===== src/sv/slx_pkg.sv =====
// slx_pkg: shared types, token kind codes, character classes and keyword table
// for the script lexer; no dependencies
package slx_pkg;

  // default sizes handed to the top level
  localparam int POS_WIDTH_DEF   = 16;
  localparam int KEYWORD_MAX_DEF = 9;

  // result queue depth, a power of two
  localparam int OUT_DEPTH = 4;

  localparam int KIND_W = 6;
  localparam int FLD_W  = 16;

  // token kinds
  localparam logic [KIND_W-1:0] K_END     = 6'd0;
  localparam logic [KIND_W-1:0] K_ERR     = 6'd1;
  localparam logic [KIND_W-1:0] K_NUM     = 6'd2;
  localparam logic [KIND_W-1:0] K_STR     = 6'd3;
  localparam logic [KIND_W-1:0] K_IDENT   = 6'd4;
  localparam int                K_KW_BASE = 5;
  localparam logic [KIND_W-1:0] K_NONE    = 6'd0;  // no operator matched
  localparam logic [KIND_W-1:0] K_ASSIGN  = 6'd21;
  localparam logic [KIND_W-1:0] K_PLUS    = 6'd22;
  localparam logic [KIND_W-1:0] K_MINUS   = 6'd23;
  localparam logic [KIND_W-1:0] K_STAR    = 6'd24;
  localparam logic [KIND_W-1:0] K_SLASH   = 6'd25;
  localparam logic [KIND_W-1:0] K_PCT     = 6'd26;
  localparam logic [KIND_W-1:0] K_EQ      = 6'd27;
  localparam logic [KIND_W-1:0] K_NE      = 6'd28;
  localparam logic [KIND_W-1:0] K_LT      = 6'd29;
  localparam logic [KIND_W-1:0] K_GT      = 6'd30;
  localparam logic [KIND_W-1:0] K_LE      = 6'd31;
  localparam logic [KIND_W-1:0] K_GE      = 6'd32;
  localparam logic [KIND_W-1:0] K_COMMA   = 6'd33;
  localparam logic [KIND_W-1:0] K_COLON   = 6'd34;
  localparam logic [KIND_W-1:0] K_SEMI    = 6'd35;
  localparam logic [KIND_W-1:0] K_LPAREN  = 6'd36;
  localparam logic [KIND_W-1:0] K_RPAREN  = 6'd37;
  localparam logic [KIND_W-1:0] K_LBRACE  = 6'd38;
  localparam logic [KIND_W-1:0] K_RBRACE  = 6'd39;
  localparam logic [KIND_W-1:0] K_LBRACK  = 6'd40;
  localparam logic [KIND_W-1:0] K_RBRACK  = 6'd41;

  // characters with a special role
  localparam logic [7:0] CH_NUL   = 8'h00;
  localparam logic [7:0] CH_QUOTE = 8'h27;
  localparam logic [7:0] CH_DOT   = 8'h2e;
  localparam logic [7:0] CH_EQ    = 8'h3d;
  localparam logic [7:0] CH_BANG  = 8'h21;
  localparam logic [7:0] CH_LT    = 8'h3c;
  localparam logic [7:0] CH_GT    = 8'h3e;

  // keyword table, text right-justified (last character in the low byte)
  localparam int NUM_KW      = 16;
  localparam int KW_TEXT_MAX = 9;
  localparam logic [8*KW_TEXT_MAX-1:0] KW_TEXT [NUM_KW] = '{
    "null", "true", "false", "function", "return", "var", "for", "break",
    "continue", "if", "elif", "else", "print", "printLine", "and", "or"
  };
  localparam logic [3:0] KW_LEN [NUM_KW] = '{
    4'd4, 4'd4, 4'd5, 4'd8, 4'd6, 4'd3, 4'd3, 4'd5,
    4'd8, 4'd2, 4'd4, 4'd4, 4'd5, 4'd9, 4'd3, 4'd2
  };

  // one result beat
  typedef struct packed {
    logic              last;
    logic [FLD_W-1:0]  tok_len;
    logic [FLD_W-1:0]  start_pos;
    logic [KIND_W-1:0] kind;
  } slx_tok_t;

  function automatic slx_tok_t mk_tok(input logic [KIND_W-1:0] kind,
                                      input logic [FLD_W-1:0] start_pos,
                                      input logic [FLD_W-1:0] tok_len,
                                      input logic last);
    slx_tok_t t;
    t.kind      = kind;
    t.start_pos = start_pos;
    t.tok_len   = tok_len;
    t.last      = last;
    return t;
  endfunction

  // character i of keyword k, counted from the first character
  function automatic logic [7:0] kw_char(input int k, input int i);
    logic [8*KW_TEXT_MAX-1:0] t;
    int l;
    t = KW_TEXT[k];
    l = int'(KW_LEN[k]);
    if (i < l) return t[8*(l-1-i) +: 8];
    else return 8'h00;
  endfunction

  function automatic logic is_digit(input logic [7:0] c);
    return (c >= 8'h30) && (c <= 8'h39);
  endfunction

  function automatic logic is_alpha(input logic [7:0] c);
    return ((c >= 8'h61) && (c <= 8'h7a)) || ((c >= 8'h41) && (c <= 8'h5a));
  endfunction

  function automatic logic is_punct(input logic [7:0] c);
    return ((c >= 8'd33) && (c <= 8'd47)) || ((c >= 8'd58) && (c <= 8'd64)) ||
           ((c >= 8'd91) && (c <= 8'd96)) || ((c >= 8'd123) && (c <= 8'd126));
  endfunction

  function automatic logic is_print(input logic [7:0] c);
    return (c >= 8'd32) && (c <= 8'd126);
  endfunction

  function automatic logic [KIND_W-1:0] single_op(input logic [7:0] c);
    logic [KIND_W-1:0] k;
    case (c)
      8'h3d:   k = K_ASSIGN;
      8'h2b:   k = K_PLUS;
      8'h2d:   k = K_MINUS;
      8'h2a:   k = K_STAR;
      8'h2f:   k = K_SLASH;
      8'h25:   k = K_PCT;
      8'h3c:   k = K_LT;
      8'h3e:   k = K_GT;
      8'h2c:   k = K_COMMA;
      8'h3a:   k = K_COLON;
      8'h3b:   k = K_SEMI;
      8'h28:   k = K_LPAREN;
      8'h29:   k = K_RPAREN;
      8'h7b:   k = K_LBRACE;
      8'h7d:   k = K_RBRACE;
      8'h5b:   k = K_LBRACK;
      8'h5d:   k = K_RBRACK;
      default: k = K_NONE;
    endcase
    return k;
  endfunction

  function automatic logic [KIND_W-1:0] double_op(input logic [7:0] a,
                                                  input logic [7:0] b);
    logic [KIND_W-1:0] k;
    k = K_NONE;
    if (b == CH_EQ) begin
      case (a)
        CH_EQ:   k = K_EQ;
        CH_BANG: k = K_NE;
        CH_LT:   k = K_LE;
        CH_GT:   k = K_GE;
        default: k = K_NONE;
      endcase
    end
    return k;
  endfunction

endpackage


===== src/sv/script_lexer_unit.sv =====
// script_lexer_unit: streaming maximal-munch scanner, one character in per beat,
// tokens out as kind / start / length; depends on slx_pkg
//
// usage
// - in channel: one ascii character per beat in in_tdata[7:0]; a zero character
//   ends the text, after which position restarts at zero for the next text
// - out channel: one token per beat; out_tdata holds kind, start position and
//   length, out_tlast marks the end-of-text or error-ending token
// - path: an accepted character lands in the input register, is scanned from
//   there and its tokens are written into the result queue, from which they
//   are offered on the out channel
// - throughput: one character per cycle; a character gives at most two tokens
//   and these go into a four-entry result queue drained one token per cycle,
//   so in_tready only drops when the queue cannot take two more tokens
// - receiver stall: the queue fills, then the input register holds and
//   in_tready falls; nothing is lost or repeated
// - reset: scanner idle, position zero, queue and input register empty
// - after an error token the block swallows characters silently up to the
//   next zero character
module script_lexer_unit #(
  parameter int POS_WIDTH   = slx_pkg::POS_WIDTH_DEF,
  parameter int KEYWORD_MAX = slx_pkg::KEYWORD_MAX_DEF
) (
  input  logic        clk,
  input  logic        rst_n,
  // character beats
  input  logic        in_tvalid,
  output logic        in_tready,
  input  logic [7:0]  in_tdata,   // [7:0] ch
  // token beats
  output logic        out_tvalid,
  input  logic        out_tready,
  output logic [39:0] out_tdata,  // [5:0] kind, [21:6] start_pos, [37:22] tok_len
  output logic        out_tlast   // is_last
);

  // scanner modes
  localparam logic [2:0] M_IDLE = 3'd0;
  localparam logic [2:0] M_INT  = 3'd1;
  localparam logic [2:0] M_FRAC = 3'd2;
  localparam logic [2:0] M_STR  = 3'd3;
  localparam logic [2:0] M_WORD = 3'd4;
  localparam logic [2:0] M_OP   = 3'd5;
  localparam logic [2:0] M_HALT = 3'd6;

  localparam int DEPTH = slx_pkg::OUT_DEPTH;
  localparam int PTR_W = $clog2(DEPTH);
  localparam int CNT_W = $clog2(DEPTH + 1);
  localparam logic [POS_WIDTH-1:0] POS_MAX = {POS_WIDTH{1'b1}};

  // input register
  logic       iv_r;
  logic [7:0] ich_r;
  logic       adv;

  // scanner state
  logic [2:0]           mode_r, mode_nxt;
  logic [POS_WIDTH-1:0] pos_r, pos_nxt;
  logic [POS_WIDTH-1:0] ts_r, ts_nxt;
  logic [7:0]           pend_r, pend_nxt;
  logic                 ovf_r, ovf_nxt;
  logic [7:0]           wbuf_r [KEYWORD_MAX];
  logic [KEYWORD_MAX-1:0] wb_we;

  // result queue
  slx_pkg::slx_tok_t fifo_r [DEPTH];
  logic [PTR_W-1:0]  wp_r, rp_r;
  logic [CNT_W-1:0]  cnt_r;
  logic              pop;

  // per-character results: first from closing the open token, second from
  // the character itself
  slx_pkg::slx_tok_t tok_a, tok_b, push0, push1;
  logic              tok_a_v, tok_b_v;
  logic [1:0]        n_push;
  logic              fall;

  logic [POS_WIDTH-1:0]  pos_inc, wlen;
  logic [POS_WIDTH+15:0] pos_ext, wlen_ext, slen_ext;
  logic [15:0]           pos16, wlen16, slen16, ts16;
  logic [POS_WIDTH+15:0] ts_ext;
  logic [5:0]            word_kind, k_dbl, k_sgl_pend, k_sgl_ch;
  logic                  kw_hit;

  assign adv       = iv_r && (cnt_r <= CNT_W'(DEPTH - 2));
  assign in_tready = !iv_r || adv;

  always_ff @(posedge clk) begin
    if (!rst_n) begin
      iv_r <= 1'b0;
    end else if (in_tready) begin
      iv_r <= in_tvalid;
    end
  end

  always_ff @(posedge clk) begin
    if (in_tready && in_tvalid) begin
      ich_r <= in_tdata;
    end
  end

  // positions folded onto the 16-bit output fields
  assign pos_inc  = pos_r + POS_WIDTH'(1);
  assign wlen     = pos_r - ts_r;
  assign pos_ext  = {16'b0, pos_r};
  assign ts_ext   = {16'b0, ts_r};
  assign wlen_ext = {16'b0, wlen};
  assign slen_ext = {16'b0, wlen - POS_WIDTH'(1)};
  assign pos16    = pos_ext[15:0];
  assign ts16     = ts_ext[15:0];
  assign wlen16   = wlen_ext[15:0];
  assign slen16   = slen_ext[15:0];

  assign k_dbl      = slx_pkg::double_op(pend_r, ich_r);
  assign k_sgl_pend = slx_pkg::single_op(pend_r);
  assign k_sgl_ch   = slx_pkg::single_op(ich_r);

  // keyword lookup over the buffered word
  always_comb begin
    word_kind = slx_pkg::K_IDENT;
    kw_hit    = 1'b0;
    for (int k = 0; k < slx_pkg::NUM_KW; k++) begin
      kw_hit = (wlen == POS_WIDTH'(slx_pkg::KW_LEN[k]));
      for (int i = 0; i < slx_pkg::KW_TEXT_MAX; i++) begin
        if (i < int'(slx_pkg::KW_LEN[k])) begin
          kw_hit = kw_hit && (wbuf_r[i] == slx_pkg::kw_char(k, i));
        end
      end
      if (kw_hit && !ovf_r) begin
        word_kind = 6'(slx_pkg::K_KW_BASE + k);
      end
    end
  end

  // scanner step
  always_comb begin
    mode_nxt = mode_r;
    pos_nxt  = pos_r;
    ts_nxt   = ts_r;
    pend_nxt = pend_r;
    ovf_nxt  = ovf_r;
    wb_we    = '0;
    tok_a    = '0;
    tok_b    = '0;
    tok_a_v  = 1'b0;
    tok_b_v  = 1'b0;
    fall     = 1'b0;

    if (mode_r == M_HALT) begin
      if (ich_r == slx_pkg::CH_NUL) begin
        mode_nxt = M_IDLE;
        pos_nxt  = '0;
        ts_nxt   = '0;
      end
    end else if (ich_r != slx_pkg::CH_NUL && pos_r == POS_MAX) begin
      // position overflow drops any open token
      tok_a_v  = 1'b1;
      tok_a    = slx_pkg::mk_tok(slx_pkg::K_ERR, pos16, 16'd0, 1'b1);
      mode_nxt = M_HALT;
    end else begin
      case (mode_r)
        M_INT: begin
          if (slx_pkg::is_digit(ich_r)) begin
            pos_nxt = pos_inc;
          end else if (ich_r == slx_pkg::CH_DOT) begin
            mode_nxt = M_FRAC;
            pos_nxt  = pos_inc;
          end else begin
            tok_a_v = 1'b1;
            tok_a   = slx_pkg::mk_tok(slx_pkg::K_NUM, ts16, wlen16, 1'b0);
            fall    = 1'b1;
          end
        end
        M_FRAC: begin
          if (slx_pkg::is_digit(ich_r)) begin
            pos_nxt = pos_inc;
          end else begin
            tok_a_v = 1'b1;
            tok_a   = slx_pkg::mk_tok(slx_pkg::K_NUM, ts16, wlen16, 1'b0);
            fall    = 1'b1;
          end
        end
        M_WORD: begin
          if (slx_pkg::is_digit(ich_r) || slx_pkg::is_alpha(ich_r)) begin
            if (wlen < POS_WIDTH'(KEYWORD_MAX)) begin
              for (int j = 0; j < KEYWORD_MAX; j++) begin
                wb_we[j] = (wlen == POS_WIDTH'(j));
              end
            end else begin
              ovf_nxt = 1'b1;
            end
            pos_nxt = pos_inc;
          end else begin
            tok_a_v = 1'b1;
            tok_a   = slx_pkg::mk_tok(word_kind, ts16, wlen16, 1'b0);
            fall    = 1'b1;
          end
        end
        M_STR: begin
          if (ich_r == slx_pkg::CH_QUOTE) begin
            tok_a_v  = 1'b1;
            tok_a    = slx_pkg::mk_tok(slx_pkg::K_STR, ts16, slen16, 1'b0);
            mode_nxt = M_IDLE;
            pos_nxt  = pos_inc;
          end else if (slx_pkg::is_print(ich_r)) begin
            pos_nxt = pos_inc;
          end else begin
            // unclosed string, reported at the opening quote
            tok_a_v  = 1'b1;
            tok_a    = slx_pkg::mk_tok(slx_pkg::K_ERR, ts16, 16'd0, 1'b1);
            mode_nxt = M_HALT;
          end
        end
        M_OP: begin
          if (k_dbl != slx_pkg::K_NONE) begin
            tok_a_v  = 1'b1;
            tok_a    = slx_pkg::mk_tok(k_dbl, ts16, 16'd2, 1'b0);
            mode_nxt = M_IDLE;
            pos_nxt  = pos_inc;
          end else if (k_sgl_pend == slx_pkg::K_NONE) begin
            tok_a_v  = 1'b1;
            tok_a    = slx_pkg::mk_tok(slx_pkg::K_ERR, ts16, 16'd0, 1'b1);
            mode_nxt = M_HALT;
          end else begin
            tok_a_v = 1'b1;
            tok_a   = slx_pkg::mk_tok(k_sgl_pend, ts16, 16'd1, 1'b0);
            fall    = 1'b1;
          end
        end
        default: begin
          fall = 1'b1;
        end
      endcase

      // the character opens something new
      if (fall) begin
        mode_nxt = M_IDLE;
        if (ich_r == slx_pkg::CH_NUL) begin
          tok_b_v = 1'b1;
          tok_b   = slx_pkg::mk_tok(slx_pkg::K_END, pos16, 16'd0, 1'b1);
          pos_nxt = '0;
          ts_nxt  = '0;
        end else begin
          ts_nxt  = pos_r;
          pos_nxt = pos_inc;
          if (slx_pkg::is_digit(ich_r)) begin
            mode_nxt = M_INT;
          end else if (ich_r == slx_pkg::CH_QUOTE) begin
            mode_nxt = M_STR;
          end else if (slx_pkg::is_alpha(ich_r)) begin
            mode_nxt = M_WORD;
            wb_we[0] = 1'b1;
            ovf_nxt  = 1'b0;
          end else if (slx_pkg::is_punct(ich_r)) begin
            if (ich_r == slx_pkg::CH_EQ || ich_r == slx_pkg::CH_BANG ||
                ich_r == slx_pkg::CH_LT || ich_r == slx_pkg::CH_GT) begin
              pend_nxt = ich_r;
              mode_nxt = M_OP;
            end else if (k_sgl_ch == slx_pkg::K_NONE) begin
              tok_b_v  = 1'b1;
              tok_b    = slx_pkg::mk_tok(slx_pkg::K_ERR, pos16, 16'd0, 1'b1);
              mode_nxt = M_HALT;
              pos_nxt  = pos_r;
            end else begin
              tok_b_v = 1'b1;
              tok_b   = slx_pkg::mk_tok(k_sgl_ch, pos16, 16'd1, 1'b0);
            end
          end
        end
      end
    end
  end

  always_ff @(posedge clk) begin
    if (!rst_n) begin
      mode_r <= M_IDLE;
      pos_r  <= '0;
      ts_r   <= '0;
      pend_r <= '0;
      ovf_r  <= 1'b0;
    end else if (adv) begin
      mode_r <= mode_nxt;
      pos_r  <= pos_nxt;
      ts_r   <= ts_nxt;
      pend_r <= pend_nxt;
      ovf_r  <= ovf_nxt;
    end
  end

  // word buffer, no reset: only entries of the current word are compared
  always_ff @(posedge clk) begin
    for (int j = 0; j < KEYWORD_MAX; j++) begin
      if (adv && wb_we[j]) begin
        wbuf_r[j] <= ich_r;
      end
    end
  end

  // result queue
  assign n_push = {1'b0, tok_a_v} + {1'b0, tok_b_v};
  assign push0  = tok_a_v ? tok_a : tok_b;
  assign push1  = tok_b;
  assign pop    = out_tvalid && out_tready;

  always_ff @(posedge clk) begin
    if (adv && n_push != 2'd0) begin
      fifo_r[wp_r] <= push0;
    end
    if (adv && n_push == 2'd2) begin
      fifo_r[wp_r + PTR_W'(1)] <= push1;
    end
  end

  always_ff @(posedge clk) begin
    if (!rst_n) begin
      wp_r  <= '0;
      rp_r  <= '0;
      cnt_r <= '0;
    end else begin
      if (adv) begin
        wp_r <= wp_r + PTR_W'(n_push);
      end
      if (pop) begin
        rp_r <= rp_r + PTR_W'(1);
      end
      cnt_r <= cnt_r + (adv ? CNT_W'(n_push) : CNT_W'(0)) - CNT_W'(pop);
    end
  end

  assign out_tvalid = (cnt_r != '0);
  assign out_tdata  = {2'b00, fifo_r[rp_r].tok_len, fifo_r[rp_r].start_pos,
                       fifo_r[rp_r].kind};
  assign out_tlast  = fifo_r[rp_r].last;

`ifndef SYNTHESIS
  // the queue never holds more than its depth
  a_cnt_bound: assert property (@(posedge clk) disable iff (!rst_n)
    cnt_r <= CNT_W'(DEPTH))
    else $error("result queue overfilled");

  // a halted scanner emits nothing
  a_halt_silent: assert property (@(posedge clk) disable iff (!rst_n)
    (adv && mode_r == M_HALT) |-> (n_push == 2'd0))
    else $error("token emitted while halted");

  // a zero character either restarts position for the next text or, inside an
  // open string or a lone bang, halts the scanner on an error
  a_end_restart: assert property (@(posedge clk) disable iff (!rst_n)
    (adv && ich_r == slx_pkg::CH_NUL) |=>
      (mode_r == M_HALT || (pos_r == '0 && mode_r == M_IDLE)))
    else $error("end of text did not restart the scanner");
`endif

endmodule


===== config.mk =====
export PLATFORM = sky130hd
export DESIGN_NAME = script_lexer_unit
export DESIGN_NICKNAME = d
export VERILOG_FILES = /design/src/sv/slx_pkg.sv /design/src/sv/script_lexer_unit.sv
export SDC_FILE = /design/constraint.sdc
export NUM_CORES = 1
export LEC_CHECK = 0
export ABC_AREA = 1
export BUFFER_PORTS_ARGS = -buffer_cell sky130_fd_sc_hd__clkbuf_2
export CORE_UTILIZATION = 47
export DETAILED_ROUTE_END_ITERATION = 8
export PLACE_DENSITY_LB_ADDON = 0.3
export SLEW_MARGIN = 0
export SYNTH_ARGS = -nofsm -noshare
export SYNTH_HDL_FRONTEND = slang
export SYNTH_SLANG_ARGS = --single-unit

===== constraint.sdc =====
create_clock -name clk -period 6.8 [get_ports clk]
set_input_delay 1.7 -clock clk [delete_from_list [all_inputs] [get_ports clk]]
set_output_delay 1.7 -clock clk [all_outputs]
set_load 0.05 [all_outputs]

## Word level (Yosys, flattened, before mapping)

Memory sizes are Yosys's and may differ from the RTL's. A register that Yosys moved wholly into a read port is not among the register bits.
Index checks and enable logic that the tools add are counted.

| word-level totals | value |
|---|---|
| bits in registers | 60 |
| RAM bits | 228 |
| bits of input ports | 12 |
| output and inout bits | 43 |
| word-level logic and storage cells | 483 |
| memories kept | 2 |

| cells by class | value |
|---|---|
| add/subtract/negate cells | 9 |
| magnitude comparators | 17 |
| equal/unequal tests | 119 |
| muxes and demuxes | 173 |
| bitwise logic cells | 6 |
| reduce and logical (&&, ||, !) cells | 147 |

Memories:

| memory | words | bits a word | rd ports | clocked after memory_dff | wr ports | RTL line | text |
|---|---|---|---|---|---|---|---|
| fifo_r | 4 | 39 | 1 | 1 | 2 | script_lexer_unit.sv:66 | `slx_pkg::slx_tok_t fifo_r [DEPTH];` |
| wbuf_r | 9 | 8 | 9 | 0 | 1 | script_lexer_unit.sv:62 | `logic [7:0] wbuf_r [KEYWORD_MAX];` |

Operators by type and width:

| operator | count |
|---|---|
| 39-bit two-way mux | 17 |
| 8-bit by 7-bit == test with 1-bit output, second input constant | 60 |
| 16-bit two-way mux | 22 |
| 8-bit by 6-bit == test with 1-bit output, second input constant | 30 |
| 6-bit one-hot mux with 17 select lines | 2 |
| 39-bit one-hot mux with 5 select lines | 1 |
| 38-bit two-way mux | 4 |
| 1-bit logical AND | 112 |
| 6-bit two-way mux | 16 |
| 16-bit one-hot mux with 5 select lines | 1 |
| 1-bit two-way mux | 65 |
| 16-bit by 3-bit == test with 1-bit output, second input constant | 4 |
| 8-bit two-way mux | 8 |
| 8-bit OR reduction | 8 |
| 3-bit two-way mux | 17 |
| 9-bit two-way mux | 5 |
| 8-bit by 7-bit <= comparator with 1-bit output, second input constant | 5 |
| 16-bit by 2-bit == test with 1-bit output, second input constant | 2 |
| 16-bit by 4-bit == test with 1-bit output, second input constant | 2 |
| 8-bit by 6-bit >= comparator with 1-bit output, second input constant | 4 |
| 8-bit by 7-bit >= comparator with 1-bit output, second input constant | 4 |
| 4-bit two-way mux | 8 |
| 6-bit one-hot mux with 4 select lines | 1 |
| 5-bit != test, second input constant | 4 |
| other kinds (41) | 69 |

## Depth between registers and ports, before layout

Gate-level depths: netlist of run 1.

| depth | value |
|---|---|
| word-level depth | 29 |
| gate-level depth with buffers | 28 |
| depth with buffers taken out | 27 |

## Worst setup path after synthesis of run 1

Ideal clock, no wire load.

| path | value |
|---|---|
| path kind | register -> register |
| from | register ich_r[1] |
| to | memory fifo_r[0][0] in the netlist's numbering, enable pin |
| setup time | 0.381 ns |
| arrival time | 3.830 ns |
| required time | 6.419 ns |
| path slack | 2.589 ns |
| cell stages (with the launch flop) | 18 |
| path buffers | 3 |
| clock period less this slack | 4.211 ns |
| cell sequence | edfxtp_1 buf_2 nor2_1 nand2_1 nor4_4 nor3_2 nor2_2 nand2_2 inv_2 o21ai_4 inv_4 buf_6 ha_1 nand2_1 nor3_1 clkinv_1 clkbuf_1 nand2_1 |

RTL lines:

| what | RTL line | text |
|---|---|---|
| from (decl) | script_lexer_unit.sv:53 | `logic [7:0] ich_r;` |
| from (signal assigned) | script_lexer_unit.sv:98 | `ich_r <= in_tdata;` |
| to (decl) | script_lexer_unit.sv:66 |  |

==> reports/qor_table.md, run 1 <==
| Parameter | Reported | Unit |
| --- | --- | --- |
| Run status | complete, no violations | - |
| Final #Nets | 2,272 | - |
| Violation count after the first detailed-routing iteration | 1,829 | - |
| Hold Crit Class | reg2reg | - |
| Post-route worst hold slack | 0.468 | ns |
| Pins over their slew limit | 0 | - |
| Max-capacitance violation count | 0 | - |
| Resize count post-CTS | 0 | - |
| Die area | 0.0367 | sq mm |
| Worst Reg2Reg Path Length in Cells | 16 | - |
| Count of flip-flops with a built-in enable after synthesis | 176 | - |
| Sequential share of the synthesized area | 0.448 | - |
| Largest net degree at the start of global routing | 79 | - |
| Max VDD drop | 0.275 | mV |
| Number of top-level pins | 55 | - |
| Crit path DAT | 5.58 | ns |
| Endpoints failing setup | 0 | - |
| Worst setup slack for register-to-register paths | 1.47 | ns |
| Final weighted congestion in routability-driven placement | 0.993 | - |
| Number of filler cells placed in the layout | 3,399 | - |
| Setup TNS | 0 | ns |
| Async set-reset flop share out of synthesis | 0 | - |
| Worst r2r src | ich_r[3]$_DFFE_PP_ | - |
| Syn Inst Count | 2,212 | - |
| Diodes inserted | 0 | - |
| Yosys synthesis warning count | 0 | - |
| Worst slew slack as a fraction of its limit | 0.158 | - |
| Leakage power of the design | 7.43 | nW |
| Unrepaired setup endpoints after global routing | no | - |
| CP Capture Type | register | - |
| Maximum level of the CTS H-tree | 2 | - |
| Syn_area_per_cell | 7.64 | sq um |
| Total via count in the routed design | 15,832 | - |
| Share of the cycle needed by the critical path after routing | 0.783 | - |
| Final critical path time including I/O delays and setup | 5.33 | ns |
| Final count of hold timing violations | 0 | - |
| Count of unique library cells instantiated by Yosys | 65 | - |
| Number of nets with antenna violations after routing | 0 | - |
| Largest fanout on the critical path | 35 | - |
| Crit. Startpoint | ich_r[3]$_DFFE_PP_ | - |
| CTS tree | built | - |
| Worst Setup Start Kind | register | - |
| Buffer type at the clock tree root | clkbuf_16 | - |
| Tightest Pin Transition | 1.25 | ns |
| Maximum clock frequency | 188 | MHz |
| Post-CTS setup buffers | 0 | - |
| DR vias/cell | 5.83 | - |
| Critical path type | reg2reg | - |
| Count of input and output buffers | 52 | - |
| # hold bufs at CTS | 0 | - |
| Ys flop type | edfxtp_1 | - |
| Register Area | 0.00757 | sq mm |
| Core area | 0.0355 | sq mm |
| Initial standard-cell utilization of the core | 0.476 | - |
| Standard-cell rows | 69 | - |
| Insertion delay of the later-clocked pin in the worst-skew pair | 0.56 | ns |
| Crit path to | fifo_r[3][3]$_DFFE_PP_ | - |
| GR Util met1 | 0.412 | - |
| Routing usage on met2 | 0.445 | - |
| Synthesis-to-finish area growth | 9.97 | % |
| Remaining design rule violation count | 0 | - |
| Detailed placement HPWL | 38.1 | mm |
| Met3 Resource Use GR | 0.0387 | - |
| Floorplan die width | 192 | um |
| CP required | 7.05 | ns |
| Vias in the first global route | 14,513 | - |
| Share of cells above drive strength 1 | 0.0941 | - |
| Skew final | 0.0241 | ns |
| Initial antenna violation count | 0 | - |
| Overall routed net length | 52.6 | mm |
| Global routing usage summed across all routing layers | 0.287 | - |
| Reg-to-Reg End | fifo_r[3][3]$_DFFE_PP_ | - |
| Flip-flop and latch count after synthesis | 290 | - |
| Max Root-Sink Buffers | 3 | - |
| Routed wire length per instance | 19.4 | um |
| Die Ht | 192 | um |
| Number of buffers inserted during clock tree synthesis | 34 | - |
| Post-CTS clock slew at the launch and capture registers of the worst setup and hold paths | 0.06 | ns |
| Total congestion overflow after global routing | 0 | - |
| Length of the first detailed-routing pass in iterations | 6 | - |
| Most heavily used metal layer in global routing | met2 | - |
| TritonCTS Sinks | 290 | - |
| PwrDens | 356 | mW/mm^2 |
| Summed instance area of the synthesized netlist | 0.0169 | sq mm |
| Wire length of the first global-routing pass | 81.0 | mm |
| Area used by multi-input combinational logic | 0.00794 | sq mm |
| Hold_sp | fifo_r[1][28]$_SDFFE_PP0P_ | - |
==> state kept, by name, indices dropped and copies added (netlist names), named ones only <==
name    flops
ovf_r       1
mode_r      3
cnt_r       3
wbuf_r     72
ich_r       8
fifo_r    156
pend_r      8
rp_r        2
ts16       16
pos16      16
wp_r        2
iv_r        1
==> synth_stat cells, types with 3 or more instances <==
cell | number | area (sq um)
nor2_4 | 8 | 90.1
nand4_1 | 51 | 319
ha_1 | 29 | 363
a21oi_1 | 55 | 275
o22ai_1 | 131 | 820
dfxtp_1 | 114 | 2280
edfxtp_1 | 176 | 5290
inv_2 | 24 | 90.1
clkinv_1 | 5 | 18.8
nand3b_1 | 5 | 37.5
o21ai_1 | 4 | 20.0
a31oi_4 | 8 | 170
buf_4 | 3 | 22.5
and2_1 | 3 | 18.8
nor4_2 | 3 | 37.5
xor2_1 | 10 | 87.6
nor2_2 | 10 | 62.6
clkbuf_1 | 72 | 270
o21a_1 | 3 | 22.5
a31oi_2 | 3 | 37.5
nand2_2 | 14 | 87.6
nand3_1 | 168 | 841
nand2_1 | 483 | 1810
buf_2 | 12 | 60.1
a31oi_1 | 6 | 37.5
nor4_1 | 26 | 163
nor2_1 | 270 | 1010
a211oi_1 | 6 | 45.0
nor3_2 | 7 | 70.1
nor3_1 | 70 | 350
o21ai_0 | 156 | 781
inv_1 | 230 | 863
==> metrics by stage <==
step	util	area, sq um	setup WS (ns)	power [W]	std cells
global placement	0.493	17500	1.66	0.00480	2654
global route	0.523	18600	1.05	0.00699	2714
detailed placement	0.493	17500	1.50	0.00483	2654
CTS	0.523	18600	1.51	0.00661	2714
floorplan	-	16900	2.59	0.00415	2213
finish	0.523	18600	1.47	0.00662	2714
==> cell families (layout without fill, tap and decap cells) <==
| kind of cell | Yosys count | after routing | share of synthesized area |
|---|---|---|---|
| adder cells (fa/ha/maj) | 31 | 31 | 0.0239 |
| AO/OA/AOI/OAI | 394 | 394 | 0.142 |
| other | 1 | 2 | 0.000222 |
| flip-flops | 290 | 290 | 0.448 |
| buffers and inverters | 353 | 393 | 0.0821 |
| AND/OR/NAND/NOR | 1131 | 1131 | 0.297 |
| XOR/XNOR | 12 | 12 | 0.00622 |
==> per-layer routing <==
metal	vias up	part of all wire
li1	7601	-
met1	7487	0.45
met2	670	0.45
met3	74	0.073
met4	0	0.021
met5	-	0
==> cell usage in the layout (no fill, tap or decap), drive strengths merged, types with 3 or more instances in the layout <==
| cell type | count |
|---|---|
| a211oi | 6 |
| a21oi | 55 |
| a31oi | 17 |
| and2 | 3 |
| buf | 21 |
| clkbuf | 96 |
| clkinv | 15 |
| dfxtp | 114 |
| edfxtp | 176 |
| ha | 29 |
| inv | 258 |
| nand2 | 498 |
| nand3 | 169 |
| nand3b | 5 |
| nand4 | 52 |
| nor2 | 288 |
| nor3 | 77 |
| nor4 | 30 |
| o21a | 3 |
| o21ai | 162 |
| o22ai | 131 |
| xor2 | 10 |
==> power breakdown <==
part / switching [W] / internal (W)
Combinational: 0.00203 / 0.000674
Sequential: 0.000124 / 0.00200
Clock: 0.000736 / 0.00105
Total: 0.00289 / 0.00373
==> how the worst min path moves through the flow <==
stage,endpoint,slack (ns),cells after the start
after CTS,fifo_r[1][29]$_SDFFE_PP0P_,0.47,2
final,fifo_r[1][28]$_SDFFE_PP0P_,0.47,2
after detailed placement,register,0.46,2
after global placement,rp_r[1]$_SDFFE_PN0P_,0.46,2
after floorplan,register,0.44,2
after global routing,fifo_r[1][35]$_SDFFE_PP0P_,0.48,2
==> critical path, cell delays in order (launching register included) <==
cell	delay (ns)
edfxtp_1	0.60
nor2_1	0.23
nand2_1	0.19
nor4_4	0.67
nor3_2	0.25
nor2_2	0.20
nand2_2	0.11
inv_2	0.11
o21ai_4	0.09
inv_4	0.36
ha_1	0.22
nand2_1	0.11
nor3_1	0.55
clkinv_1	0.15
buf_4	0.31
nand2_1	0.52
buf_4	0.34
==> area by class of cell <==
type,instances,area share
clock buffers,44,0.0501
clock inverters,16,0.00849
inverters,260,0.0527
multi-input cells,1570,0.428
flip-flops and latches,290,0.408
well taps,461,0.0311
repair buffers,73,0.0225
No activity file was read; power rests on OpenSTA's default activity.
==> run 2: changes to the inputs <==
==> constraint.sdc (replaced) <==
create_clock -name clk -period 4.6 [get_ports clk]
set_input_delay 1.15 -clock clk [delete_from_list [all_inputs] [get_ports clk]]
set_output_delay 1.15 -clock clk [all_outputs]
set_load 0.05 [all_outputs]
==> run 2 against run 1 <==
Against the previous run:
- power grew 50%
- critical path depth is 8 higher
- cell count rose by 0.92%
- clock skew increased by 0.0056 ns
- setup slack got worse by 1.1 ns
- clock power up 54%
- clock-buffer cell count fell by 3
- utilization increased by 0.69 points
- global-route usage hardly changed
- hold slack lost 0.0017 ns
- critical endpoint is now cnt_r[2]$_SDFF_PN0_
- largest cell class unchanged
- highest routed layer unchanged
==> reports/qor_table.md, run 2 (synthesis gave the netlist of run 1 again) <==
| Parameter | Reported | Unit | Delta |
| --- | --- | --- | --- |
| Run status | complete, no violations | - |  |
| Most common cell after layout, fill and taps aside | nand2_1 | - |  |
| Post-CTS setup buffers | 0 | - | unchanged |
| Number of filler cells placed in the layout | 3,371 | - | -0.82% |
| Leakage power of the design | 7.58 | nW | +2.1% |
| Maximum clock frequency | 238 | MHz | +27% |
| Buffer type at the clock tree root | clkbuf_16 | - |  |
| Length of the first detailed-routing pass in iterations | 6 | - | unchanged |
| Max-capacitance violation count | 0 | - | unchanged |
| Final critical path time including I/O delays and setup | 4.20 | ns | -1.13 ns |
| Flop pwr share | 0.315 | - | -0.006 |
| Resize count post-CTS | 0 | - | unchanged |
| Global routing usage summed across all routing layers | 0.286 | - | -0.000391 |
| Standard-cell rows | 69 | - | unchanged |
| Share of the cycle needed by the critical path after routing | 0.913 | - | +0.130 |
| Max Root-Sink Buffers | 3 | - | unchanged |
| Switching power | 0.00430 | W | +49% |
| Share of cells above drive strength 1 | 0.106 | - | +0.0117 |
| Largest registers in the final layout | fifo_r x156, wbuf_r x72 | - |  |
| Number of flip-flops under the largest register name | 156 | - | unchanged |
| Combinational Power Share | 0.408 | - | about the same |
| Routed wire length per instance | 19.2 | um | -1.0% |
| DR vias/cell | 5.83 | - | about the same |
| Violation count after the first detailed-routing iteration | 1,810 | - | -1.0% |
| Number of buffers inserted during clock tree synthesis | 34 | - | unchanged |
| Vias in the first global route | 14,642 | - | +0.89% |
| PwrDens | 528 | mW/mm^2 | +48% |
| Largest Register | fifo_r | - |  |
| Post-CTS clock slew at the launch and capture registers of the worst setup and hold paths | 0.06 | ns | about the same |
| Skew final | 0.0297 | ns | +0.00560 ns |
| Tightest Pin Transition | 1.06 | ns | -0.189 ns |
| Critical path type | reg2reg | - |  |
| Largest net degree at the start of global routing | 79 | - | unchanged |
| Die Ht | 192 | um | unchanged |
| Maximum level of the CTS H-tree | 2 | - | unchanged |
| Switching Fraction | 0.433 | - | -0.00418 |
| Die area | 0.0367 | sq mm | unchanged |
| Number of nets with antenna violations after routing | 0 | - | unchanged |
| Commonest cells after routing, fill and taps aside | nand2_1 (483), nor2_1 (270), inv_1 (229), edfxtp_1 (176), nand3_1 (168) | - |  |
| Final count of hold timing violations | 0 | - | unchanged |
| Diodes inserted | 0 | - | unchanged |
| # hold bufs at CTS | 0 | - | unchanged |
| TritonCTS Sinks | 290 | - | unchanged |
| CP Capture Type | register | - |  |
| Synthesis-to-finish area growth | 11.4 | % |  |
| Worst slew slack as a fraction of its limit | 0.284 | - | +0.126 |
| Total congestion overflow after global routing | 0 | - | unchanged |
| Worst Setup Start Kind | register | - |  |
| Post-Place Cell Area | 0.0177 | sq mm | +1.1% |
| Wire length of the first global-routing pass | 80.9 | mm | -0.19% |
| Insertion delay of the later-clocked pin in the worst-skew pair | 0.55 | ns | about the same |
| Cell area after layout | 0.0188 | sq mm | +1.3% |
| Final weighted congestion in routability-driven placement | 0.981 | - | -1.2% |
| Endpoints failing setup | 0 | - | unchanged |
| Largest fanout on the critical path | 28 | - | -20% |
| Overall routed net length | 52.5 | mm | -0.14% |
| Setup TNS | 0 | ns | unchanged |
| Max VDD drop | 0.428 | mV | +55% |
| Core area | 0.0355 | sq mm | unchanged |
| Hold Crit Class | reg2reg | - |  |
| CTS tree | built | - |  |
| Unrepaired setup endpoints after global routing | no | - |  |
| CP required | 5.01 | ns | -2.04 ns |
| Total via count in the routed design | 15,962 | - | +0.82% |
| Internal portion of total power | 0.00563 | W | +51% |
| Share of power burned in the clock network | 0.277 | - | +0.007 |
| Floorplan die width | 192 | um | unchanged |
| Initial standard-cell utilization of the core | 0.476 | - | unchanged |
| Register Area | 0.00757 | sq mm | unchanged |
| Detailed placement HPWL | 36.8 | mm | -3.3% |
| Number of top-level pins | 55 | - | unchanged |
| Remaining design rule violation count | 0 | - | unchanged |
| Pins over their slew limit | 0 | - | unchanged |
| Count of input and output buffers | 52 | - | unchanged |
| Area used by multi-input combinational logic | 0.00794 | sq mm | about the same |
| Initial antenna violation count | 0 | - | unchanged |
| Final #Nets | 2,296 | - | +1.1% |
| Crit path DAT | 4.61 | ns | -0.97 ns |
-- run 2: cell count changes in the layout (fill, tap and decap cells not counted), sizes merged --
cell / previous run / this run
buf: 21 / 45
bufinv: 2 / 3
clkbuf: 96 / 93
clkinv: 15 / 17
clkinvlp: 1 / 2
-- run 2: power by group through the flow --
stage | clock (W) | sequential, W | combinational [W]
2_1_floorplan | 0 | 0.00311 | 0.00302
3_3_place_gp | 0 | 0.00317 | 0.00394
3_5_place_dp | 0 | 0.00317 | 0.00398
4_1_cts | 0.00280 | 0.00312 | 0.00400
5_1_grt | 0.00288 | 0.00315 | 0.00444
6_report | 0.00276 | 0.00313 | 0.00405
-- run 2: routing by layer --
| layer | routed length (um) | vias to the layer above | global-route usage |
|---|---|---|---|
| met1 | 23300 | 7469 | 0.400 |
| li1 | - | 7651 | - |
| met5 | 0 | - | 0 |
| met3 | 4820 | 97 | 0.0582 |
| met2 | 23000 | 745 | 0.438 |
| met4 | 1350 | 0 | 0.102 |
-- run 2: per-stage QoR --
stage | hold slack (ns) | power (W) | util | cells | setup WS (ns)
after global placement | 0.455 | 0.00711 | 0.498 | 2678 | 0.482
after detailed placement | 0.458 | 0.00716 | 0.498 | 2678 | 0.422
after CTS | 0.469 | 0.00992 | 0.530 | 2739 | 0.415
after global routing | 0.479 | 0.0105 | 0.530 | 2739 | 0.0529
after floorplan | 0.436 | 0.00613 | - | 2213 | 0.389
final | 0.467 | 0.00993 | 0.530 | 2739 | 0.400
-- run 2: final cells by class --
type,count,area share
Tap cell,461,0.0307
Clock inverter,20,0.0104
Sequential cell,290,0.402
Clock buffer,41,0.0504
Multi-Input combinational cell,1570,0.422
Timing Repair Buffer,97,0.0324
Inverter,260,0.0520
-- run 2: final timing paths --
check	cells after the start	end	slack, ns	from
worst max-delay path	24	cnt_r[2]$_SDFF_PN0_	0.40	ich_r[7]$_DFFE_PP_
worst min-delay path	2	fifo_r[2][26]$_SDFFE_PP0P_	0.47	fifo_r[2][26]$_SDFFE_PP0P_
worst max register to register	24	cnt_r[2]$_SDFF_PN0_	0.40	ich_r[7]$_DFFE_PP_
worst min register to register	2	fifo_r[2][26]$_SDFFE_PP0P_	0.47	fifo_r[2][26]$_SDFFE_PP0P_
-- run 2: worst max-delay path: stages, from the launching register on --
cell,delay [ns]
edfxtp_1,0.60
nor2_1,0.27
inv_1,0.09
nor2_2,0.14
inv_2,0.06
nand3_1,0.07
nand2_1,0.06
nand2_1,0.12
nor2_1,0.06
nand2_2,0.07
nand2_2,0.06
nor2_4,0.32
nand3_2,0.21
nand2_2,0.15
inv_2,0.08
o21ai_4,0.08
inv_4,0.04
buf_4,0.28
ha_1,0.30
nand2_1,0.08
ha_1,0.24
fa_1,0.43
xor2_1,0.18
inv_1,0.06
nor2_1,0.03
